$ cat src/rtl/mwo_pkg.sv
`timescale 1ns / 1ps
`default_nettype none
// ----------------------------------------------------------------------------
// mwo_pkg
// shared types, register indexes, waveform codes and constants of the
// multi-waveform oscillator
// ----------------------------------------------------------------------------
package mwo_pkg;

  // defaults for the top-level parameters
  localparam int TABLE_DEPTH_DEF = 256;
  localparam int PHASE_BITS_DEF  = 32;

  // fixed by the field widths
  localparam int SAMPLE_BITS   = 16;
  localparam int SINE_POINTS   = 1024;
  localparam int SINE_IDX_BITS = $clog2(SINE_POINTS);
  localparam logic [31:0] SINE_MASK = ~((32'd1 << (32 - SINE_IDX_BITS)) - 32'd1);

  // sin(pi/2 x) = x(A - x^2(B - C x^2)), Q2.30
  localparam logic [31:0] SIN_A = 32'd1686629713;
  localparam logic [31:0] SIN_B = 32'd688904866;
  localparam logic [31:0] SIN_C = 32'd76016977;

  localparam logic signed [16:0] W_POS = 17'sd32768;
  localparam logic signed [16:0] W_NEG = -17'sd32768;

  // command queue depth
  localparam int QUEUE_DEPTH = 4;

  // opcodes of an input word
  localparam logic OP_TICK  = 1'b0;
  localparam logic OP_WRITE = 1'b1;

  // waveform codes
  localparam logic [2:0] WAVE_SINE   = 3'd0;
  localparam logic [2:0] WAVE_SQUARE = 3'd1;
  localparam logic [2:0] WAVE_SAW    = 3'd2;
  localparam logic [2:0] WAVE_TRI    = 3'd3;
  localparam logic [2:0] WAVE_TABLE  = 3'd4;

  // register indexes
  localparam logic [2:0] CFG_WAVE_SELECT  = 3'd0;
  localparam logic [2:0] CFG_PHASE_STEP   = 3'd1;
  localparam logic [2:0] CFG_PHASE_OFFSET = 3'd2;
  localparam logic [2:0] CFG_DUTY         = 3'd3;
  localparam logic [2:0] CFG_AMPLITUDE    = 3'd4;
  localparam logic [2:0] CFG_TABLE_LEN    = 3'd5;
  localparam logic [2:0] CFG_OCTAVE_SHIFT = 3'd6;

  typedef struct packed {
    logic              opcode;
    logic [7:0]        entry_index;
    logic signed [15:0] entry_value;
  } in_word_t;

  typedef struct packed {
    logic signed [15:0] sample;
    logic               cycle_wrap;
  } out_word_t;

  typedef struct packed {
    logic [2:0]  wave_select;
    logic [31:0] phase_step;
    logic [31:0] phase_offset;
    logic [15:0] duty;
    logic [15:0] amplitude;
    logic [3:0]  table_len_log2;
    logic [2:0]  table_octave_shift;
  } cfg_t;

  // classified item handed from front to back
  typedef struct packed {
    logic               op;
    logic               wrap;
    logic [31:0]        phase;
    logic signed [15:0] value;
  } cmd_t;

endpackage
`default_nettype wire

$ cat src/rtl/mwo_fifo.sv
`timescale 1ns / 1ps
`default_nettype none
// ----------------------------------------------------------------------------
// mwo_fifo
// short command queue between front and back
// ----------------------------------------------------------------------------
module mwo_fifo
  import mwo_pkg::*;
#(
  parameter int DATA_W = 8
) (
  input  wire logic              clk,
  input  wire logic              rst_n,
  input  wire logic              wr_valid,
  output logic                   wr_ready,
  input  wire logic [DATA_W-1:0] wr_data,
  output logic                   rd_valid,
  input  wire logic              rd_ready,
  output logic [DATA_W-1:0]      rd_data
);

  localparam int PTR_W = $clog2(QUEUE_DEPTH);
  localparam int CNT_W = $clog2(QUEUE_DEPTH + 1);

  logic [DATA_W-1:0] slot_r [QUEUE_DEPTH];
  logic [PTR_W-1:0]  wr_ptr_r, wr_ptr_nxt, rd_ptr_r, rd_ptr_nxt;
  logic [CNT_W-1:0]  count_r, count_nxt;
  logic              do_wr, do_rd;

  always_comb begin
    wr_ready = (count_r != CNT_W'(QUEUE_DEPTH));
    rd_valid = (count_r != '0);
    rd_data  = slot_r[rd_ptr_r];
    do_wr    = wr_valid && wr_ready;
    do_rd    = rd_valid && rd_ready;
    wr_ptr_nxt = do_wr ? PTR_W'(wr_ptr_r + 1'b1) : wr_ptr_r;
    rd_ptr_nxt = do_rd ? PTR_W'(rd_ptr_r + 1'b1) : rd_ptr_r;
    count_nxt  = count_r + CNT_W'(do_wr) - CNT_W'(do_rd);
  end

  always_ff @(posedge clk) begin
    if (!rst_n) begin
      wr_ptr_r <= '0;
      rd_ptr_r <= '0;
      count_r  <= '0;
    end else begin
      wr_ptr_r <= wr_ptr_nxt;
      rd_ptr_r <= rd_ptr_nxt;
      count_r  <= count_nxt;
    end
  end

  always_ff @(posedge clk) begin
    if (do_wr) begin
      slot_r[wr_ptr_r] <= wr_data;
    end
  end

endmodule
`default_nettype wire

$ cat config.mk
export PLATFORM = sky130hd
export DESIGN_NAME = mwo_fifo
export DESIGN_NICKNAME = d
export VERILOG_FILES = /design/src/rtl/mwo_pkg.sv /design/src/rtl/mwo_fifo.sv
export SDC_FILE = /design/constraint.sdc
export NUM_CORES = 1
export LEC_CHECK = 0
export BUFFER_PORTS_ARGS = -buffer_cell sky130_fd_sc_hd__buf_2
export CAP_MARGIN = 20
export CELL_PAD_IN_SITES_DETAIL_PLACEMENT = 0
export CELL_PAD_IN_SITES_GLOBAL_PLACEMENT = 1
export CORE_UTILIZATION = 43
export DETAILED_ROUTE_END_ITERATION = 6
export PLACE_DENSITY_LB_ADDON = 0.25
export SLEW_MARGIN = 20
export SYNTH_ARGS = -nofsm -noshare
export SYNTH_HDL_FRONTEND = slang
export SYNTH_SLANG_ARGS = --single-unit
export TNS_END_PERCENT = 10
$ cat constraint.sdc
create_clock -name clk -period 2.5 [get_ports clk]
set_input_delay 0.75 -clock clk [delete_from_list [all_inputs] [get_ports clk]]
set_output_delay 0.75 -clock clk [all_outputs]
set_load 0.01 [all_outputs]
==> results of run 1 <==
## flip-flops by register name, indices dropped and copies added (netlist names), named ones only
register and flops:
rd_ptr_r 2, count_r 3, slot_r 32, wr_ptr_r 2
## logic make-up (layout without fill, tap and decap cells)
group | after synthesis | after routing
and+or+nand+nor | 17 | 17
xor gates and xnor gates | 4 | 4
buffers and inverters | 8 | 36
adders and majority gates | 7 | 7
muxes | 10 | 10
AOI/OAI and AO/OA | 3 | 3
DFF | 41 | 41
## cell usage in the layout (no fill, tap or decap)
cell / Yosys / final
nand2_1: 5 / 5
or3_2: 1 / 1
nor2b_1: 3 / 3
mux4_2: 8 / 8
clkinv_2: 0 / 1
buf_2: 0 / 21
o31a_2: 1 / 1
nor2_1: 1 / 1
dfxtp_1: 9 / 9
and2_1: 7 / 7
mux2i_1: 2 / 2
clkbuf_8: 0 / 5
ha_1: 6 / 6
o311ai_2: 1 / 1
buf_4: 1 / 2
a21boi_2: 1 / 1
inv_1: 5 / 5
bufinv_16: 0 / 2
fa_1: 1 / 1
xnor2_1: 4 / 4
edfxtp_1: 32 / 32
## final timing paths
kind | slack, ns | from | endpoint | depth (start not counted)
min reg2reg | 0.51 | wr_ptr_r[0]$_SDFFE_PN0P_ | wr_ptr_r[0]$_SDFFE_PN0P_ | 2
max reg2reg | 0.28 | count_r[1]$_SDFF_PN0_ | count_r[2]$_SDFF_PN0_ | 11
max | 0.25 | register | rd_data[1] | 3
min | 0.51 | wr_ptr_r[0]$_SDFFE_PN0P_ | wr_ptr_r[0]$_SDFFE_PN0P_ | 2
## cell type report
type	count	area, um^2	area share [%]
Clock inverter	3	65.06	3.364
Clock buffer	5	68.82	3.558
Inverter	5	18.77	0.9702
Tap cell	48	60.06	3.105
Sequential cell	41	1141	58.99
Timing Repair Buffer	23	120.1	6.210
Multi-Input combinational cell	41	460.4	23.80
## where the power goes
part | switching [mW] | total [mW] | internal, mW
logic | 0.233 | 0.500 | 0.267
clock network | 0.218 | 0.614 | 0.396
registers | 0.0730 | 0.913 | 0.839
total | 0.524 | 2.03 | 1.50
## layer usage
metal	vias up	track usage [%]	wire (um)
met4	0	6.818	36
met3	4	5.797	143
met2	22	21.28	1192
met5	-	0	0
li1	384	-	-
met1	400	16.65	972
## per-stage QoR
step / cells / util, % / cell area, um^2
finish: 166 / 52.84 / 1934
global placement: 158 / 49.18 / 1800
detailed placement: 158 / 49.18 / 1800
floorplan: 90 / - / 1635
global route: 166 / 52.84 / 1934
CTS: 166 / 52.84 / 1934
## critical path: cells and delay by family, from the launching register on
kind	cells	cell delay, ns
buffers and inverters	2	0.36
flip-flops	1	0.32
multiplexers	1	0.53
==> run_results.csv, run 1 <==
group,metric,value,unit
status,run_status,"completed",
drt,vias,810,
logic_synthesis,synth_top_family_by_area,"multiplexers",
setup_path,path_cells,"buf_4 > mux4_2 > buf_2",
die,coreArea,3661,um^2
clock_tree,cts_tree,"done",
global_route,gr-total-overflow,0,
clock_tree,postCtsSetupRepairBufs,0,
logic_synthesis,synthAdderAreaFrac,5.815,%
logic_synthesis,netlist_instances,90,
die,die_w,63.67,um
logic_synthesis,synth.largest_area_cell,"edfxtp_1",
timing,slew_viol_final,0,
drt,dr.first_iter.drc_count,24,
setup_path,max_stage_delay,0.53,ns
die,start_util,44.67,%
logic_synthesis,yosysMostFrequentCell,"edfxtp_1",
logic_synthesis,synthXorXnorAreaFrac,2.142,%
placed_design,gp_congestion,0.6503,
timing,finalSetupViolations,0,
drt,wl_per_cell,14.12,um
cells_and_area,drive_gt1_share,36.44,%
placed_design,io_buffers,21,
logic_synthesis,synthSimpleGateAreaFrac,5.662,%
die,num_io_pins,22,
logic_synthesis,ys_ff_latch,41,
clock_tree,ctsRootBufferMaster,"clkbuf_8",
power_and_ir_drop,power_leakage,0.7030,nW
drt,dr.pass1.iters,4,
setup_path,crit_slowest_cell,"mux4_2",
timing,post-route-period-util,89.97,%
global_route,antenna_found_initial,0,
flow_run,maxCapViolCount,0,
timing,worst_pin_slew,0.4625,ns
setup_path,cp_data_arrival_time,1.50,ns
timing,rsz0062_at_grt,"no",
timing,report.final.hold_viol_count,0,
timing,worst_slew_margin_rel,69.17,%
clock_tree,clockBufferDepth,2,
timing,setup_tns,0,ns
timing,clock_skew,0.004280,ns
timing,fin_ws,0.2506,ns
logic_synthesis,syn-num-nets,109,
setup_path,worstSetupPathType,"reg2out",
power_and_ir_drop,ir_drop,0.4496,mV
logic_synthesis,synthArstFlopShare,0,%
drt,routed_wl,2.344,mm
logic_synthesis,synth_edf_count,32,
clock_tree,clock-sinks,41,
global_route,grt_max_degree,14,
die,chipHeight,63.67,um
logic_synthesis,synth.cell_area,1635,um^2
clock_tree,clk_pin_slew,0.08,ns
clock_tree,ctsResizeCount,0,
global_route,grt_first_pass_wirelength,3.912,mm
logic_synthesis,synth_common_cells,"edfxtp_1 (32), dfxtp_1 (9), mux4_2 (8)",
setup_path,start_kind,"register",
clock_tree,holdBufCountCts,0,
logic_synthesis,synth-compound-area-share,2.295,%
power_and_ir_drop,power,2.026,mW
cells_and_area,num-fill-cells,311,
timing,period_needed,2.249,ns
placed_design,dp_hpwl,1.605,mm
drt,vias_per_cell,4.880,
logic_synthesis,ys_seq_area_share,69.78,%
logic_synthesis,ys.flop_type,"edfxtp_1",
hold_path,hold_class,"reg2reg",
drt,drc,0,
clock_tree,cts_made_buffers,5,
cells_and_area,synthToLayoutAreaGrowth,18.29,%
cells_and_area,fin_nets,136,
setup_path,end_kind,"primary output",
logic_synthesis,yosysUniqueCellTypes,18,
placed_design,place_ws,0.03457,ns
clock_tree,htreeDepth,2,
logic_synthesis,synth.top_cell.area_share,58.76,%
cells_and_area,antenna_cells,0,
setup_path,critPathMaxFanout,8,
global_route,grt_usage,13.84,%
clock_tree,insertion_delay,0.29,ns
drt,ant_nets,0,
logic_synthesis,synthTopCellsByArea,"edfxtp_1 (59%), dfxtp_1 (11%), mux4_2 (11%)",
logic_synthesis,synthMuxAreaShare,12.24,%
logic_synthesis,ys_warn_count,0,
logic_synthesis,syn_avg_cell_area,18.17,um^2
timing,hold_ws,0.5052,ns
power_and_ir_drop,p_per_area,1048,nW/um^2
die,num_rows,22,
timing,fmax,0.4446,GHz
die,dieArea,4054,um^2
setup_path,worstPathRequired,1.75,ns
global_route,first_global_vias,842,
Power figures use the tool's default switching activity.
==> inputs of run 2 (changes only) <==
--- a/config.mk
+++ b/config.mk
@@ -12,2 +12,3 @@
 export CORE_UTILIZATION = 43
+export CTS_CLUSTER_DIAMETER = 50
 export DETAILED_ROUTE_END_ITERATION = 6
==> constraint.sdc (replaced) <==
create_clock -name clk -period 2.5 [get_ports clk]
set_input_delay 0.125 -clock clk [delete_from_list [all_inputs] [get_ports clk]]
set_output_delay 0.125 -clock clk [all_outputs]
set_load 0.01 [all_outputs]
==> run 2 against run 1 <==
Clock skew grew 0.0029 ns. Final cell count shrank 0.60%. Count of clock-buffer cells in the layout grew 1. Critical path type is now reg2reg. Largest power group unchanged. Power shrank 6.3%. Routed wire length shrank 2.7%.
==> run_results.csv, run 2 (synthesis results as in run 1) <==
group,metric,value,unit
cells_and_area,final_common_cell,"edfxtp_1",
drt,wl_per_cell,13.82,um
setup_path,start_kind,"register",
clock_tree,clockBufferDepth,2,
placed_design,io_buffers,21,
timing,setup_tns,0,ns
setup_path,worstPathRequired,2.68,ns
power_and_ir_drop,power_leakage,0.6848,nW
setup_path,worstSetupPathType,"reg2reg",
die,dieArea,4054,um^2
setup_path,rrSetupSlack,0.30,ns
status,run_status,"completed",
cells_and_area,num-fill-cells,316,
die,num_rows,22,
hold_path,hold_start,"wr_data[3]",
timing,hold_ws,0.05452,ns
timing,report.final.hold_viol_count,0,
global_route,grt_usage,12.84,%
hold_path,hold_class,"in2reg",
timing,worst_pin_slew,0.5364,ns
timing,slew_viol_final,0,
setup_path,path_delay_family,"adder cells",
cells_and_area,multi_input_area,460.4,um^2
timing,clock_skew,0.007170,ns
cells_and_area,fin_cells,165,
cells_and_area,largest_register_ffs,32,
global_route,antenna_found_initial,0,
placed_design,dp.cells,157,
cells_and_area,top_regs,"slot_r: 32 flops, count_r: 3 flops",
setup_path,path_cells,"nor2_1 > a21boi_2 > inv_1 > ha_1 > inv_1 > ha_1 > inv_1 > fa_1 > xnor2_1 > xnor2_1 > and2_1",
global_route,grt_max_degree,14,
cells_and_area,antenna_cells,0,
die,chipHeight,63.67,um
timing,fmax,0.4537,GHz
drt,vias,786,
power_and_ir_drop,p_per_area,998.9,nW/um^2
cells_and_area,final_cell_mix,"edfxtp_1 (32), buf_2 (21), dfxtp_1 (9)",
clock_tree,htreeDepth,2,
global_route,gr-total-overflow,0,
setup_path,crit_top_cell,"inv_1",
clock_tree,clock-sinks,41,
cells_and_area,drive_gt1_share,35.04,%
setup_path,reg2reg_to,"count_r[2]$_SDFF_PN0_",
timing,post-route-period-util,88.16,%
clock_tree,ctsRootBufferMaster,"clkbuf_8",
timing,worst_slew_margin_rel,64.19,%
cells_and_area,synthToLayoutAreaGrowth,16.22,%
timing,rsz0062_at_grt,"no",
die,die_w,63.67,um
clock_tree,postCtsSetupRepairBufs,0,
global_route,grt_first_pass_wirelength,3.670,mm
cells_and_area,largest_register,"slot_r",
die,coreArea,3661,um^2
drt,dr.pass1.iters,4,
setup_path,end_kind,"register",
clock_tree,cts_made_buffers,5,
setup_path,worst-path-buf-inv,3,
cells_and_area,fin_nets,135,
timing,period_needed,2.204,ns
drt,ant_nets,0,
drt,vias_per_cell,4.764,
setup_path,crit_slowest_cell,"dfxtp_1",
setup_path,cp_data_arrival_time,2.38,ns
clock_tree,ctsResizeCount,0,
global_route,first_global_vias,778,
setup_path,critPathMaxFanout,6,
flow_run,maxCapViolCount,0,
drt,drc,0,
power_and_ir_drop,ir_drop,0.4770,mV
hold_path,whs_endpoint,"slot_r[1][3]$_DFFE_PP_",
clock_tree,cts_tree,"done",
setup_path,max_stage_delay,0.46,ns
hold_path,whs_path_depth,1,
die,num_io_pins,22,
die,start_util,44.67,%
clock_tree,holdBufCountCts,0,
placed_design,gp_congestion,0.6506,
clock_tree,clk_pin_slew,0.08,ns
setup_path,reg2reg_from,"count_r[1]$_SDFF_PN0_",
setup_path,rr_worst_depth,11,
timing,finalSetupViolations,0,
drt,dr.first_iter.drc_count,34,
cells_and_area,seq_area,1141,um^2
clock_tree,insertion_delay,0.28,ns
drt,routed_wl,2.280,mm
## run 2: cell types whose count changed in the layout (fill, tap and decap cells not counted), sizes merged
cell    change
buf         -1
bufinv      -1
clkbuf      +1
## run 2: layout make-up
class	count	area share [%]
Multi-Input combinational cell	41	24.23
Clock buffer	6	3.818
Sequential cell	41	60.04
Clock inverter	2	1.843
Timing Repair Buffer	22	5.925
Tap cell	48	3.160
Inverter	5	0.9875
## run 2: worst max-delay path by stage
stage	depth (start not counted)	endpoint	slack (ns)	startpoint
6_report	11	count_r[2]$_SDFF_PN0_	0.30	count_r[1]$_SDFF_PN0_
5_1_grt	11	count_r[2]$_SDFF_PN0_	0.09	count_r[1]$_SDFF_PN0_
4_1_cts	11	count_r[2]$_SDFF_PN0_	0.27	count_r[1]$_SDFF_PN0_
3_5_place_dp	11	count_r[2]$_SDFF_PN0_	0.29	count_r[1]$_SDFF_PN0_
3_3_place_gp	11	count_r[2]$_SDFF_PN0_	0.36	count_r[1]$_SDFF_PN0_
2_1_floorplan	11	count_r[2]$_SDFF_PN0_	0.28	count_r[1]$_SDFF_PN0_
## run 2: per-stage QoR
stage	worst slack (ns)	util [%]	cell area (um^2)	total power [mW]
6_report	0.2961	51.91	1901	1.898
4_1_cts	0.2700	51.91	1901	1.931
5_1_grt	0.09394	51.91	1901	2.012
3_5_place_dp	0.2853	48.97	1793	1.429
3_3_place_gp	0.3609	48.97	1793	1.413
2_1_floorplan	0.2814	-	1635	1.282
## run 2: where the power goes
part	internal [mW]	switching, mW	total, mW
sequential	0.840	0.0959	0.936
combinational	0.259	0.204	0.463
clock	0.296	0.204	0.500
## run 2: metal layers
layer  share of wire [%]  GRT usage, %
met1                  47         15.98
met2                  49         20.08
met3                 3.9         3.804
met4                0.53         6.818
met5                   0             0
==> inputs of run 3 (changes only) <==
Settings changed: GPL_TIMING_DRIVEN from default to 0, RECOVER_POWER from default to 100.
==> run 3 against run 2 <==
Sequential share of layout area rose by 0.64 points. Core utilization fell by 0.55 points. Register-to-register slack improved by 0.05 ns. First-iteration DRC count fell by 24%. Non-clock buffer count rose by 2. Worst setup slack improved by 0.046 ns. Critical path type unchanged. Highest routed layer unchanged.
==> run_results.csv, run 3 (synthesis results as in run 1) <==
group,metric,value,unit
status,run_status,"completed",
clock_tree,ctsResizeCount,0,
placed_design,io_buffers,20,
clock_tree,htreeDepth,2,
timing,setup_tns,0,ns
cells_and_area,largest_register,"slot_r",
clock_tree,ctsRootBufferMaster,"clkbuf_8",
timing,fmax,0.4634,GHz
die,start_util,44.67,%
drt,dr.first_iter.drc_count,26,
cells_and_area,stdcell_area,1881,um^2
setup_path,critPathMaxFanout,6,
drt,drc,0,
drt,routed_wl,2.273,mm
die,chipHeight,63.67,um
power_and_ir_drop,ir_drop,0.4680,mV
drt,dr.pass1.iters,4,
timing,worst_pin_slew,0.6119,ns
placed_design,placed_cell_area,1795,um^2
setup_path,worstSetupPathType,"reg2reg",
placed_design,dp_hpwl,1.571,mm
clock_tree,postCtsSetupRepairBufs,0,
setup_path,path_delay_family,"adder cells",
cells_and_area,largest_register_ffs,32,
clock_tree,insertion_delay,0.28,ns
clock_tree,clk_pin_slew,0.07,ns
timing,post-route-period-util,86.32,%
timing,finalSetupViolations,0,
placed_design,gp_congestion,0.6530,
die,num_io_pins,22,
cells_and_area,synthToLayoutAreaGrowth,15.00,%
setup_path,max_stage_delay,0.40,ns
die,num_rows,22,
timing,rsz0062_at_grt,"no",
timing,worst_slew_margin_rel,59.18,%
timing,hold_ws,0.09934,ns
global_route,first_global_vias,732,
drt,wl_per_cell,13.61,um
setup_path,end_kind,"register",
global_route,gr-total-overflow,0,
flow_run,maxCapViolCount,0,
die,coreArea,3661,um^2
clock_tree,cts_made_buffers,5,
setup_path,worstPathRequired,2.68,ns
timing,slew_viol_final,0,
timing,period_needed,2.158,ns
cells_and_area,multi_input_area,452.9,um^2
hold_path,hold_class,"in2reg",
drt,ant_nets,0,
cells_and_area,final_cell_mix,"edfxtp_1 (32), clkbuf_1 (22), dfxtp_1 (9)",
cells_and_area,top_regs,"slot_r: 32 flops, count_r: 3 flops",
global_route,grt_usage,12.56,%
cells_and_area,num-fill-cells,313,
setup_path,path_cells,"o31a_2 > ha_1 > inv_1 > ha_1 > inv_1 > fa_1 > xnor2_1 > xnor2_1 > and2_0",
global_route,grt_max_degree,13,
cells_and_area,drive_gt1_share,17.65,%
power_and_ir_drop,power_leakage,0.6321,nW
die,dieArea,4054,um^2
setup_path,worst-path-buf-inv,2,
drt,vias_per_cell,4.790,
cells_and_area,antenna_cells,0,
cells_and_area,final_common_cell,"edfxtp_1",
setup_path,rrSetupSlack,0.34,ns
die,die_w,63.67,um
timing,report.final.hold_viol_count,0,
setup_path,start_kind,"register",
timing,clock_skew,0.003995,ns
drt,vias,800,
clock_tree,holdBufCountCts,0,
cells_and_area,seq_area,1141,um^2
clock_tree,cts_tree,"done",
cells_and_area,fin_nets,137,
global_route,grt_first_pass_wirelength,3.525,mm
clock_tree,clockBufferDepth,2,
clock_tree,clock-sinks,41,
power_and_ir_drop,p_per_area,995.6,nW/um^2
setup_path,cp_data_arrival_time,2.34,ns
global_route,antenna_found_initial,0,
setup_path,crit_slowest_cell,"o31a_2",
## run 3: cell types whose count changed in the layout (fill, tap and decap cells not counted)
| cell | before | now |
|---|---|---|
| clkbuf_1 | 1 | 22 |
| buf_2 | 21 | 2 |
| and2_0 | 0 | 6 |
| and2_1 | 7 | 1 |
| bufinv_16 | 1 | 0 |
| clkbuf_16 | 0 | 1 |
| clkbuf_8 | 5 | 6 |
| clkinv_2 | 1 | 0 |
| o311ai_0 | 0 | 1 |
| o311ai_2 | 1 | 0 |
## run 3: layout make-up
class	instances	share of cell area, %
Tap cell	48	3.194
Sequential cell	41	60.68
Timing Repair Buffer	21	4.325
Multi-Input combinational cell	41	24.09
Inverter	5	0.9980
Clock buffer	8	5.922
Buffer	3	0.7984
## run 3: through the flow
| stage | total power, mW | cells | utilization, % | setup WS (ns) |
|---|---|---|---|---|
| detailed placement | 1.434 | 158 | 49.04 | 0.1110 |
| floorplan | 1.282 | 90 | - | 0.2814 |
| global route | 1.983 | 167 | 51.37 | 0.1697 |
| CTS | 1.927 | 166 | 52.08 | 0.09952 |
| finish | 1.872 | 167 | 51.37 | 0.3420 |
| global placement | 1.417 | 158 | 49.04 | 0.1523 |
## run 3: power breakdown
part	internal (mW)	switching, mW
Sequential	0.840	0.0540
Combinational	0.240	0.245
Clock	0.285	0.208
Total	1.36	0.508
## run 3: path summary, 6_finish.rpt
kind,start,end,depth (start not counted)
setup / recovery,count_r[1]$_SDFF_PN0_,count_r[2]$_SDFF_PN0_,9
hold / removal,wr_data[5],slot_r[0][5]$_DFFE_PP_,1
setup reg to reg,count_r[1]$_SDFF_PN0_,count_r[2]$_SDFF_PN0_,9
hold reg to reg,wr_ptr_r[0]$_SDFFE_PN0P_,wr_ptr_r[0]$_SDFFE_PN0P_,2
## run 3: metal layers
metal | share of wire (%) | GRT usage, % | wire [um] | vias up
li1 | - | - | - | 389
met1 | 46 | 15.60 | 1039 | 390
met2 | 48 | 19.55 | 1100 | 19
met3 | 5.3 | 4.891 | 121 | 2
met4 | 0.53 | 5.114 | 12 | 0
met5 | 0 | 0 | 0 | -
