===== config.mk =====
export PLATFORM = sky130hd
export DESIGN_NAME = mwo_front
export DESIGN_NICKNAME = d
export VERILOG_FILES = /design/src/rtl/mwo_pkg.sv /design/src/rtl/mwo_front.sv
export SDC_FILE = /design/constraint.sdc
export NUM_CORES = 1
export LEC_CHECK = 0
export BUFFER_PORTS_ARGS = -buffer_cell sky130_fd_sc_hd__buf_2
export CORE_ASPECT_RATIO = 0.9
export CORE_MARGIN = 2
export CORE_UTILIZATION = 30
export CTS_CLUSTER_SIZE = 20
export DETAILED_ROUTE_END_ITERATION = 6
export PLACE_DENSITY = 0.61
export SLEW_MARGIN = 20
export SYNTH_ARGS = -nofsm -noshare
export SYNTH_HDL_FRONTEND = slang
export SYNTH_SLANG_ARGS = --single-unit

===== constraint.sdc =====
create_clock -name clk -period 4.4 [get_ports clk]
set_clock_uncertainty 0.2 [all_clocks]
set_input_delay 0 -clock clk [delete_from_list [all_inputs] [get_ports clk]]
set_output_delay 0 -clock clk [all_outputs]
set_load 0.02 [all_outputs]

===== src/rtl/mwo_pkg.sv =====
`timescale 1ns / 1ps
`default_nettype none
// ----------------------------------------------------------------------------
// mwo_pkg
// shared types, register indexes, waveform codes and constants of the
// multi-waveform oscillator
// ----------------------------------------------------------------------------
package mwo_pkg;

  // defaults for the top-level parameters
  localparam int TABLE_DEPTH_DEF = 256;
  localparam int PHASE_BITS_DEF  = 32;

  // fixed by the field widths
  localparam int SAMPLE_BITS   = 16;
  localparam int SINE_POINTS   = 1024;
  localparam int SINE_IDX_BITS = $clog2(SINE_POINTS);
  localparam logic [31:0] SINE_MASK = ~((32'd1 << (32 - SINE_IDX_BITS)) - 32'd1);

  // sin(pi/2 x) = x(A - x^2(B - C x^2)), Q2.30
  localparam logic [31:0] SIN_A = 32'd1686629713;
  localparam logic [31:0] SIN_B = 32'd688904866;
  localparam logic [31:0] SIN_C = 32'd76016977;

  localparam logic signed [16:0] W_POS = 17'sd32768;
  localparam logic signed [16:0] W_NEG = -17'sd32768;

  // command queue depth
  localparam int QUEUE_DEPTH = 4;

  // opcodes of an input word
  localparam logic OP_TICK  = 1'b0;
  localparam logic OP_WRITE = 1'b1;

  // waveform codes
  localparam logic [2:0] WAVE_SINE   = 3'd0;
  localparam logic [2:0] WAVE_SQUARE = 3'd1;
  localparam logic [2:0] WAVE_SAW    = 3'd2;
  localparam logic [2:0] WAVE_TRI    = 3'd3;
  localparam logic [2:0] WAVE_TABLE  = 3'd4;

  // register indexes
  localparam logic [2:0] CFG_WAVE_SELECT  = 3'd0;
  localparam logic [2:0] CFG_PHASE_STEP   = 3'd1;
  localparam logic [2:0] CFG_PHASE_OFFSET = 3'd2;
  localparam logic [2:0] CFG_DUTY         = 3'd3;
  localparam logic [2:0] CFG_AMPLITUDE    = 3'd4;
  localparam logic [2:0] CFG_TABLE_LEN    = 3'd5;
  localparam logic [2:0] CFG_OCTAVE_SHIFT = 3'd6;

  typedef struct packed {
    logic              opcode;
    logic [7:0]        entry_index;
    logic signed [15:0] entry_value;
  } in_word_t;

  typedef struct packed {
    logic signed [15:0] sample;
    logic               cycle_wrap;
  } out_word_t;

  typedef struct packed {
    logic [2:0]  wave_select;
    logic [31:0] phase_step;
    logic [31:0] phase_offset;
    logic [15:0] duty;
    logic [15:0] amplitude;
    logic [3:0]  table_len_log2;
    logic [2:0]  table_octave_shift;
  } cfg_t;

  // classified item handed from front to back
  typedef struct packed {
    logic               op;
    logic               wrap;
    logic [31:0]        phase;
    logic signed [15:0] value;
  } cmd_t;

endpackage
`default_nettype wire


===== src/rtl/mwo_front.sv =====
`timescale 1ns / 1ps
`default_nettype none
// ----------------------------------------------------------------------------
// mwo_front
// accepts input words, advances the phase accumulators and forms commands
// ----------------------------------------------------------------------------
module mwo_front
  import mwo_pkg::*;
#(
  parameter int TABLE_DEPTH = TABLE_DEPTH_DEF,
  parameter int PHASE_BITS  = PHASE_BITS_DEF,
  localparam int TBL_AW     = $clog2(TABLE_DEPTH)
) (
  input  wire logic              clk,
  input  wire logic              rst_n,
  input  wire cfg_t              cfg,
  input  wire logic              in_valid,
  output logic                   in_ready,
  input  wire in_word_t          in_word,
  output logic                   push_valid,
  input  wire logic              push_ready,
  output cmd_t                   push_cmd,
  output logic [TBL_AW-1:0]      push_addr
);

  localparam int K_MAX = $clog2(TABLE_DEPTH + 1) - 1;

  logic [PHASE_BITS-1:0]    phase_acc_r, phase_acc_nxt;
  logic [PHASE_BITS-1:0]    table_acc_r, table_acc_nxt;
  logic [PHASE_BITS+31:0]   phase_ext, table_ext;
  logic [31:0]              phase_now, table_now;
  logic [PHASE_BITS:0]      phase_sum;
  logic [3:0]               k_eff;
  logic [TBL_AW+31:0]       tidx_wide;
  logic                     is_tick, wr_in_range, take;

  always_comb begin
    // top 32 bits of each accumulator, left-aligned when narrower
    phase_ext = {phase_acc_r, 32'b0};
    table_ext = {table_acc_r, 32'b0};
    phase_now = phase_ext[PHASE_BITS+31 -: 32] + cfg.phase_offset;
    table_now = table_ext[PHASE_BITS+31 -: 32] + cfg.phase_offset;

    k_eff = (cfg.table_len_log2 < 4'(K_MAX)) ? cfg.table_len_log2 : 4'(K_MAX);
    tidx_wide = {{TBL_AW{1'b0}}, table_now} << k_eff;

    is_tick     = (in_word.opcode == OP_TICK);
    wr_in_range = ({24'b0, in_word.entry_index} < 32'(TABLE_DEPTH));

    in_ready   = push_ready;
    push_valid = in_valid && (is_tick || wr_in_range);
    take       = in_valid && in_ready && is_tick;

    phase_sum = {1'b0, phase_acc_r} + {1'b0, PHASE_BITS'(cfg.phase_step)};

    push_cmd.op    = in_word.opcode;
    push_cmd.wrap  = phase_sum[PHASE_BITS];
    push_cmd.phase = phase_now;
    push_cmd.value = in_word.entry_value;
    push_addr      = is_tick ? tidx_wide[TBL_AW+31:32] : TBL_AW'(in_word.entry_index);

    phase_acc_nxt = phase_acc_r;
    table_acc_nxt = table_acc_r;
    if (take) begin
      phase_acc_nxt = phase_sum[PHASE_BITS-1:0];
      table_acc_nxt = table_acc_r
                    + PHASE_BITS'(cfg.phase_step >> cfg.table_octave_shift);
    end
  end

  always_ff @(posedge clk) begin
    if (!rst_n) begin
      phase_acc_r <= '0;
      table_acc_r <= '0;
    end else begin
      phase_acc_r <= phase_acc_nxt;
      table_acc_r <= table_acc_nxt;
    end
  end

endmodule
`default_nettype wire


==> flow_summary_export.csv, run 1 <==
group,metric,value,unit
yosys,synth-seq-cells,64,
yosys,syn-cell-area,0.00926,mm2
route,drtAntennaViolNets,0,
critical_path,r2r_end,"phase_acc_r[31]",
pwr,power_density,228,mW/mm2
route,wl,27000,um
hold_path,hold_depth,2,
finish,areaGrowthSynthToFinish,16.1,%
hold_path,hold_path_class,"in -> reg",
yosys,synth_cell_types,77,
sta,fmax,251,MHz
critical_path,cp_data_arrival_time,4.02,ns
cts,cts_tree,"built",
sta,fin_setup_tns,0,ns
cts,cts.root.buffer_cell,"clkbuf_16",
sta,final-setup-viol-count,0,
finish,register_area,0.00128,mm2
yosys,synth_fp_nets,1439,
critical_path,cp-start-kind,"input pin",
place,place_area,0.0102,mm2
sta,hold_viol_final,0,
sta,relSlewSlack,0.393,
critical_path,path_common_cell,"a31oi_1",
route,viasPerCell,5.22,
cts,cts_buffers,9,
place,port_buffers,127,
critical_path,critPathCaptureType,"flop",
critical_path,rrSetupSlack,0.76,ns
global_routing,grt_pass1_wl,42500,um
sta,fin_crit,3.98,ns
yosys,synth.yosys.seq_area_share,0.138,
sta,final.setup.worst_slack,0.417,ns
cts,h-tree-depth,3,
sta,maxSlewViolCount,0,
critical_path,cp.buffers_inverters,3,
critical_path,r2r_start,"phase_acc_r[1]",
pwr,ir_drop,0.138,mV
cts,path_clk_slew,0.05,ns
global_routing,grt_max_degree,54,
critical_path,crit_family,"compound AO/OA/AOI/OAI gates",
yosys,avgSynthCellArea,7.86,um2
critical_path,crit_chain,"dlygate4sd3_1 > buf_2 > mux2_2 > mux4_2 > ha_1 > fa_1 > a21o_1 > a31oi_1 > o31ai_1 > a31oi_1 > o32ai_1 > o22a_1 > buf_4 > a31oi_1 > xor2_1 > o21ai_0 > and2_1",
finish,layout-drive-gt1-share,0.171,
floorplan,num_rows,61,
floorplan,core,0.0306,mm2
place,place.gp.congestion,0.938,
route,routedWlPerCell,15.9,um
floorplan,die_h,171,um
yosys,synth_edf_count,0,
yosys,synth_cells,1177,
place,place_hpwl,22400,um
global_routing,grt_overflow_total,0,
route,route.detailed.drc,0,
critical_path,worst-path-max-fanout,3,
finish,utilization,0.351,
cts,cts_sinks,64,
sta,rsz0062_at_grt,"no",
critical_path,cp.required,4.43,ns
route,drt_iter0_drc,708,
yosys,yosysWarningCount,0,
global_routing,grt_use_total,0.163,
finish,multi_input_area,0.00755,mm2
route,via_count,8889,
global_routing,antenna_found_initial,2,
finish,antenna_cells,0,
hold_path,hp-start,"rst_n",
cts,cts_buffer_depth,2,
floorplan,io_pins,195,
floorplan,dieArea,0.0323,mm2
critical_path,critPathMaxStageDelay,0.53,ns
yosys,ys.flop_type,"dfxtp_1",
critical_path,worstSetupPathType,"in -> reg",
place,place_ws,0.248,ns
floorplan,start_util,0.302,
floorplan,die_w,189,um
hold_path,whs_endpoint,"phase_acc_r[21]",
pwr,p_leak,4.97,nW
job,maxCapViolations,0,
finish,n_fill_cell,3146,
route,first_pass_iters,5,
critical_path,slowest_stage,"dlygate4sd3_1",
critical_path,reg2reg_depth,12,
outcome,status,"complete, no violations",
pwr,finalPower,2.45,mW
finish,final_area,0.0107,mm2
yosys,synth_async_sr_flop_share,0,
global_routing,grt_pass1_vias,8236,
cts,clock_latency,0.34,ns
sta,fin_crit_sh,0.905,
sta,worst_slew_pin_slew,0.910,ns
finish,num-nets-final,1550,
-- timing repair --
item,4_1_cts,5_1_grt
endpoints found under the hold margin,20,0
gates resized for setup,0,1
endpoints found under the setup margin,0,1
setup buffers,0,0
hold buffers,22,0
-- routing by layer --
layer,up-vias,GRT usage,part of all wire
met4,4,0.0329,0.010
li1,4605,-,-
met2,217,0.253,0.41
met5,-,0,0.00081
met3,23,0.0267,0.065
met1,4040,0.238,0.51
-- registers in the layout, summed over array words and instances, names as in the netlist --
signal,flops
phase_acc_r,32
table_acc_r,32
-- cells in the final DEF (no fill, tap or decap), types with 22 or more instances in the layout --
cell | synthesis | layout
buf_2 | 1 | 127
ha_1 | 124 | 124
nor2_1 | 63 | 62
nand3_1 | 36 | 36
a21o_1 | 49 | 49
xnor2_1 | 47 | 47
dfxtp_1 | 64 | 64
xor2_1 | 35 | 35
nand2_1 | 119 | 119
nor3_1 | 22 | 22
a21oi_1 | 77 | 77
inv_1 | 35 | 35
and2_1 | 46 | 46
o21ai_0 | 98 | 98
dlygate4sd3_1 | 0 | 22
mux2_2 | 30 | 30
-- where the power goes --
part | total [mW] | internal (mW) | switching [mW]
combinational | 1.04 | 0.447 | 0.589
clock | 0.765 | 0.500 | 0.266
sequential | 0.647 | 0.607 | 0.0398
-- final cells by class --
cell class / instances / area share
inverter: 36 / 0.0126
clock buffer: 14 / 0.0264
tap: 409 / 0.0476
sequential: 64 / 0.119
clock inverter: 2 / 0.00326
timing repair buffer: 160 / 0.0885
multi-input combinational: 1017 / 0.702
-- cell usage after synthesis, types with 5 or more instances --
cell,n,area share
and3_1,12,0.0081
a211oi_1,15,0.012
o211a_1,5,0.0054
a21boi_0,15,0.012
xnor2_1,47,0.044
nand4_1,16,0.011
ha_1,124,0.17
clkbuf_1,35,0.014
buf_4,20,0.016
a21o_1,49,0.040
mux4_2,21,0.051
mux2_2,30,0.036
inv_1,35,0.014
or3_1,5,0.0034
nand2_1,119,0.048
o21ai_0,98,0.053
o21a_1,15,0.012
and2_1,46,0.031
o41ai_1,6,0.0057
mux2i_1,11,0.012
o211ai_1,9,0.0073
nor2_1,63,0.026
xor2_1,35,0.033
dfxtp_1,64,0.14
o31ai_1,6,0.0049
nand2b_1,14,0.0095
a31oi_1,10,0.0068
nand3_1,36,0.019
or2_2,5,0.0034
a21oi_1,77,0.042
nor3_1,22,0.012
o21bai_1,9,0.0073
a211o_1,5,0.0047
nor2b_1,13,0.0088
and4_1,9,0.0085
-- metrics by stage --
step,hold slack [ns],instances
global route,0.0408,1702
finish,0.0185,1702
detailed placement,-0.200,1664
global placement,-0.200,1664
floorplan,-0.0874,1177
CTS,0.0118,1702
-- kinds of logic after synthesis --
family	count (synthesis)	synth area share
xor gates and xnor gates	82	0.0776
AOI/OAI and AO/OA	369	0.260
and+or+nand+nor	377	0.203
muxes	62	0.0995
buffers and inverters	96	0.0472
DFF	64	0.138
adders and majority gates	127	0.174
-- worst max-delay path by stage --
stage | start | end | slack [ns] | cells past startpoint
floorplan | cfg[0] | table_acc_r[30] | 0.17 | 16
global placement | cfg[0] | table_acc_r[31] | 0.26 | 16
detailed placement | cfg[0] | table_acc_r[31] | 0.25 | 16
CTS | phase_acc_r[0] | push_cmd[46] | 0.23 | 14
global route | cfg[71] | table_acc_r[30] | 0.13 | 16
finish | cfg[71] | table_acc_r[28] | 0.42 | 17
Power figures use the tool's default switching activity.
==> run 2, diff against run 1 <==
--- a/config.mk
+++ b/config.mk
@@ -5,13 +5,14 @@
 export SDC_FILE = /design/constraint.sdc
 export NUM_CORES = 1
 export LEC_CHECK = 0
+export ABC_AREA = 1
 export BUFFER_PORTS_ARGS = -buffer_cell sky130_fd_sc_hd__buf_2
 export CORE_ASPECT_RATIO = 0.9
 export CORE_MARGIN = 2
 export CORE_UTILIZATION = 30
 export CTS_CLUSTER_SIZE = 20
 export DETAILED_ROUTE_END_ITERATION = 6
-export PLACE_DENSITY = 0.61
+export PLACE_DENSITY = 0.6
 export SLEW_MARGIN = 20
 export SYNTH_ARGS = -nofsm -noshare
 export SYNTH_HDL_FRONTEND = slang
==> run 2 against run 1 <==
  * Register-to-register slack better by 0.89 ns
  * Via count increased by 47%
  * Die area grew 24%
  * Sequential share of layout area is 2.1 points lower
  * Worst setup slack better by 0.69 ns
  * Synthesized area rose by 25%
==> flow_summary_export.csv, run 2 <==
group,metric,value,unit
yosys,yosysTopAreaCell,"nand2_1",
yosys,synth_cells,2048,
route,first_pass_iters,7,
yosys,synth_async_sr_flop_share,0,
pwr,p_leak,7.36,nW
pwr,power_density,216,mW/mm2
global_routing,grt_use_total,0.203,
yosys,synth_top_cell_area_share,0.186,
yosys,synth_fp_nets,2310,
sta,fin_crit,3.29,ns
yosys,syn-cell-area,0.0115,mm2
yosys,yosysWarningCount,0,
outcome,status,"complete, no violations",
cts,cts_sinks,64,
floorplan,start_util,0.303,
cts,cts_buffers,9,
cts,cts_buffer_depth,2,
yosys,synth_cell_types,47,
sta,fin_setup_tns,0,ns
pwr,p_clk_frac,0.263,
critical_path,reg2reg_depth,15,
global_routing,grt_pass1_vias,12100,
floorplan,die_w,211,um
hold_path,hold_depth,4,
yosys,synth.cells.most_frequent,"572 x nand2_1, 311 x inv_1, 244 x nor2_1",
finish,reg_top3,"phase_acc_r (32), table_acc_r (32)",
global_routing,grt_pass1_wl,63900,um
finish,layout-drive-gt1-share,0.0966,
cts,path_clk_slew,0.06,ns
finish,layout_commonest_cell,"nand2_1",
sta,worst_slew_pin_slew,0.882,ns
cts,postCtsSetupBuffers,0,
floorplan,die_h,190,um
yosys,netlist_top_cells_area,"nand2_1 19%, ha_1 13%, dfxtp_1 11%",
yosys,ys.flop_type,"dfxtp_1",
sta,relSlewSlack,0.410,
finish,antenna_cells,0,
place,place_hpwl,35600,um
cts,clock_latency,0.35,ns
finish,areaGrowthSynthToFinish,12.5,%
cts,cts_tree,"built",
critical_path,worst-path-max-fanout,32,
route,wl,41500,um
critical_path,cp-start-kind,"input pin",
pwr,comb_power_share,0.498,
route,routedWlPerCell,15.7,um
yosys,avgSynthCellArea,5.64,um2
finish,fin_cells,2643,
job,maxCapViolations,0,
route,viasPerCell,4.94,
floorplan,dieArea,0.0401,mm2
finish,num-nets-final,2410,
critical_path,worstSetupPathType,"in -> reg",
finish,final_cell_mix,"572 x nand2_1, 310 x inv_1, 244 x nor2_1",
floorplan,io_pins,195,
pwr,ir_drop,0.178,mV
route,route.detailed.drc,0,
floorplan,num_rows,68,
route,via_count,13100,
critical_path,critPathCaptureType,"flop",
critical_path,cp_data_arrival_time,3.34,ns
floorplan,core,0.0381,mm2
yosys,synth.yosys.seq_area_share,0.111,
yosys,yosys.cell_count.top_type,"nand2_1",
pwr,p_sw,1.28,mW
sta,fin_crit_sh,0.748,
yosys,synth_edf_count,0,
pwr,seq_power_share,0.239,
global_routing,grt_overflow_total,0,
sta,fmax,304,MHz
cts,cts_resized,0,
sta,maxSlewViolCount,0,
sta,rsz0062_at_grt,"no",
pwr,internal-power,1.52,mW
critical_path,cp.required,4.45,ns
yosys,synth-seq-cells,64,
pwr,switching_share,0.457,
sta,final-setup-viol-count,0,
global_routing,antenna_found_initial,0,
place,place.gp.congestion,0.951,
place,dp_cells,2607,
global_routing,grt_max_degree,51,
route,drtAntennaViolNets,0,
place,port_buffers,127,
route,drt_iter0_drc,943,
cts,cts.root.buffer_cell,"clkbuf_16",
cts,h-tree-depth,3,
hold_path,hold_path_class,"in -> reg",
sta,hold_viol_final,0,
[run 2: changes by cell type in the layout (fill, tap and decap cells not counted), sizes merged, moves of 43 or more]
cell,before,now
inv,35,315
and2,46,3
nand2,119,581
o21ai,101,161
nor2,63,249
nand3,36,160
a21oi,78,127
[run 2: critical path, cell delays in order]
cell     delay [ns]
buf_2          0.44
inv_2          0.32
nand2_1        0.12
nand2_1        0.06
o21ai_0        0.23
mux2i_1        0.12
ha_1           0.25
fa_1           0.41
nand3_1        0.10
nand2_1        0.12
a21oi_2        0.23
inv_1          0.08
a21oi_1        0.22
inv_1          0.11
nand4_1        0.09
nand2_1        0.12
a21oi_1        0.14
o21ai_1        0.08
nand2_1        0.06
inv_1          0.04
[run 2: worst paths after layout]
kind	slack, ns	to	from
min	0.02	phase_acc_r[2]	cfg[73]
max reg2reg	1.65	phase_acc_r[22]	phase_acc_r[0]
min reg2reg	0.30	table_acc_r[31]	table_acc_r[31]
max	1.11	table_acc_r[30]	cfg[0]
[run 2: final cells by class]
class | count | area, um2
Timing Repair Buffer | 152 | 873
Fill cell | 4303 | 25100
Tap cell | 490 | 613
Clock inverter | 7 | 72.6
Inverter | 315 | 1180
Clock buffer | 9 | 225
Sequential cell | 64 | 1280
Multi-Input combinational cell | 1606 | 8740
[run 2: cell families (layout without fill, tap and decap cells)]
group | after synthesis | in the layout | synth area share
adders and majority gates | 127 | 127 | 0.140
muxes | 7 | 7 | 0.00607
AOI/OAI and AO/OA | 357 | 357 | 0.178
and+or+nand+nor | 1038 | 1038 | 0.375
xor gates and xnor gates | 77 | 77 | 0.0584
buffers and inverters | 378 | 483 | 0.132
DFF | 64 | 64 | 0.111
[run 2: per-stage QoR]
step / total power [mW] / area (um2) / worst slack (ns) / utilization / hold slack (ns)
after floorplan: 1.65 / 11500 / 1.60 / - / -0.0874
after global placement: 2.02 / 12500 / 0.796 / 0.328 / -0.200
after detailed placement: 2.03 / 12500 / 0.775 / 0.328 / -0.200
after CTS: 2.80 / 13000 / 1.14 / 0.341 / 0.0175
after global routing: 3.00 / 13000 / 0.664 / 0.341 / 0.0394
final: 2.80 / 13000 / 1.11 / 0.341 / 0.0239
[run 2: repair_timing]
action,4_1_cts,5_1_grt
setup endpoints to repair,0,0
endpoints found under the hold margin,30,0
hold buffers,20,0
[run 2: power groups by stage]
stage	clock network [mW]	logic (mW)	registers, mW
finish	0.738	1.39	0.669
global route	0.769	1.56	0.671
CTS	0.749	1.39	0.666
detailed placement	0	1.36	0.679
global placement	0	1.34	0.677
floorplan	0	1.00	0.644
[run 2: metal layers]
layer	part of all wire	routed length, um	up-vias	GRT usage
li1	-	-	6790	-
met1	0.50	20900	5894	0.294
met2	0.43	17800	357	0.326
met3	0.052	2160	26	0.0196
met4	0.014	561	0	0.0420
met5	0	0	-	0
==> run 3, diff against run 2 <==
--- a/config.mk
+++ b/config.mk
@@ -5,14 +5,14 @@
 export SDC_FILE = /design/constraint.sdc
 export NUM_CORES = 1
 export LEC_CHECK = 0
-export ABC_AREA = 1
+export ABC_AREA = 0
 export BUFFER_PORTS_ARGS = -buffer_cell sky130_fd_sc_hd__buf_2
 export CORE_ASPECT_RATIO = 0.9
 export CORE_MARGIN = 2
 export CORE_UTILIZATION = 30
 export CTS_CLUSTER_SIZE = 20
 export DETAILED_ROUTE_END_ITERATION = 6
-export PLACE_DENSITY = 0.6
+export PLACE_DENSITY = 0.59
 export SLEW_MARGIN = 20
 export SYNTH_ARGS = -nofsm -noshare
 export SYNTH_HDL_FRONTEND = slang
==> constraint.sdc (replaced) <==
create_clock -name clk -period 3.3 [get_ports clk]
set_clock_uncertainty 0.2 [all_clocks]
set_input_delay 0 -clock clk [delete_from_list [all_inputs] [get_ports clk]]
set_output_delay 0 -clock clk [all_outputs]
set_load 0.02 [all_outputs]
==> run 3 against run 2 <==
  * The flow now finishes with violations (negative setup slack)
  * Worst hold slack lost 0.016 ns
  * Routed wire length shrank 26%
  * Global-route usage shrank 2.0 points
  * Core utilization grew 8.9 points
  * Combinational power grew 31%
  * Critical path depth shrank 7
  * Clock power grew 45%
  * Register-to-register slack lost 1.5 ns
  * Via count shrank 25%
  * Final cell count shrank 29%
  * Die area shrank 19%
  * Flip-flop and latch count is the same
  * Largest power group unchanged
  * Highest routed layer unchanged
==> flow_summary_export.csv, run 3 (synthesis results as in run 1) <==
group,metric,value,unit
finish,antenna_cells,0,
route,route.detailed.drc,0,
place,place_hpwl,24900,um
cts,h-tree-depth,3,
global_routing,grt_max_degree,52,
route,viasPerCell,5.17,
cts,cts_sinks,64,
pwr,p_leak,6.12,nW
route,routedWlPerCell,16.2,um
sta,fin_crit_sh,1.09,
route,drt_iter0_drc,552,
finish,n_fill_cell,3031,
finish,final_cell_mix,"190 x buf_4, 117 x nand2_1, 111 x buf_2",
finish,layout-drive-gt1-share,0.350,
global_routing,grt_overflow_total,0,
cts,cts_buffer_depth,2,
cts,cts_buffers,9,
sta,final-setup-viol-count,10,
floorplan,core,0.0306,mm2
floorplan,num_rows,61,
cts,clock_latency,0.34,ns
floorplan,die_w,189,um
route,wl,30600,um
critical_path,cp_data_arrival_time,3.41,ns
sta,fin_crit,3.61,ns
route,first_pass_iters,7,
sta,maxSlewViolCount,0,
global_routing,grt_use_total,0.183,
place,place.gp.congestion,0.880,
sta,hold_viol_final,0,
sta,final.setup.worst_slack,-0.307,ns
finish,num-nets-final,1736,
finish,fin_cells,1888,
finish,layout_commonest_cell,"buf_4",
outcome,status,"complete, but fails checks",
sta,fmax,277,MHz
cts,cts.root.buffer_cell,"clkbuf_16",
critical_path,critPathCaptureType,"output port",
finish,reg_top3,"phase_acc_r (32), table_acc_r (32)",
finish,areaGrowthSynthToFinish,42.2,%
sta,worst_slew_pin_slew,0.681,ns
route,via_count,9767,
global_routing,grt_pass1_wl,47700,um
cts,path_clk_slew,0.07,ns
critical_path,cp.required,3.10,ns
floorplan,io_pins,195,
place,place_ws,-0.757,ns
pwr,ir_drop,0.227,mV
place,dp_cells,1831,
critical_path,worstSetupPathType,"reg -> out",
floorplan,die_h,171,um
place,port_buffers,127,
sta,fin_setup_tns,-1.55,ns
route,drtAntennaViolNets,0,
pwr,power_density,285,mW/mm2
sta,relSlewSlack,0.546,
outcome,violations,"negative setup slack",
global_routing,antenna_found_initial,0,
critical_path,worst-path-max-fanout,2,
hold_path,hold_path_class,"in -> reg",
floorplan,dieArea,0.0323,mm2
job,maxCapViolations,0,
cts,cts_tree,"built",
floorplan,start_util,0.302,
sta,rsz0062_at_grt,"yes",
critical_path,cp-start-kind,"flop",
global_routing,grt_pass1_vias,9138,
==> run 3: cell types whose count changed in the layout (fill, tap and decap cells not counted), sizes merged, moves of 30 or more <==
cell and delta:
a21oi -49, and2 +43, buf +191, inv -280
mux2 +30, nand2 -462, nand3 -124, nor2 -186
o21ai -60
==> run 3: per-stage QoR <==
stage | cell area, um2 | power (mW) | hold WS (ns) | util
3_5_place_dp | 11600 | 2.48 | -0.200 | 0.380
5_1_grt | 13200 | 3.97 | 0.0442 | 0.430
6_report | 13200 | 3.75 | 0.00791 | 0.430
3_3_place_gp | 11600 | 2.45 | -0.200 | 0.380
2_1_floorplan | 9450 | 1.91 | -0.0874 | -
4_1_cts | 12700 | 3.67 | 0.000884 | 0.416
==> run 3: timing repair <==
| action | in CTS | in global routing |
|---|---|---|
| hold endpoints to repair | 30 | 0 |
| endpoints found under the setup margin | 41 | 35 |
| gates cloned | 0 | 1 |
| gates resized for setup | 104 | 86 |
| hold buffers | 22 | 0 |
| setup buffers | 11 | 8 |
| pin swaps | 54 | 53 |
==> run 3: final cells by class <==
type / count / area [um2] / share of cell area
Tap cell: 409 / 512 / 0.0389
Clock inverter: 6 / 92.6 / 0.00704
Clock buffer: 10 / 239 / 0.0182
Inverter: 36 / 135 / 0.0103
Sequential cell: 64 / 1310 / 0.0998
Multi-Input combinational cell: 1017 / 8320 / 0.632
Timing Repair Buffer: 346 / 2540 / 0.193
==> run 3: path summary, 6_finish.rpt <==
path | start | endpoint | slack, ns | cells past startpoint
max | table_acc_r[4] | push_addr[4] | -0.31 | 13
min | cfg[102] | phase_acc_r[31] | 0.008 | 4
max reg2reg | phase_acc_r[0] | phase_acc_r[30] | 0.11 | 14
min reg2reg | phase_acc_r[28] | phase_acc_r[28] | 0.31 | 2
==> run 3: critical path: stages (launching register included) <==
cell and delay [ns]:
dfxtp_2 0.33, ha_4 0.23, a21o_1 0.15, a211o_1 0.30, or2_4 0.28, a31oi_4 0.20
o21ai_2 0.08, or4_4 0.43, buf_6 0.14, a32oi_2 0.23, o311ai_4 0.14, a222oi_1 0.32
inv_1 0.10, buf_6 0.14
==> run 3: where the power goes <==
| part | switching [mW] | total (mW) | internal [mW] |
|---|---|---|---|
| Combinational | 0.934 | 1.82 | 0.891 |
| Clock | 0.386 | 1.07 | 0.684 |
| Sequential | 0.0449 | 0.854 | 0.810 |
==> run 3: metal layers <==
metal  GRT usage  up-vias  wire length (um)
met4      0.0428        0               386
li1            -     4987                 -
met3      0.0279       25              1690
met5           0        -                 0
met1       0.271     4521             15600
met2       0.277      234             12900
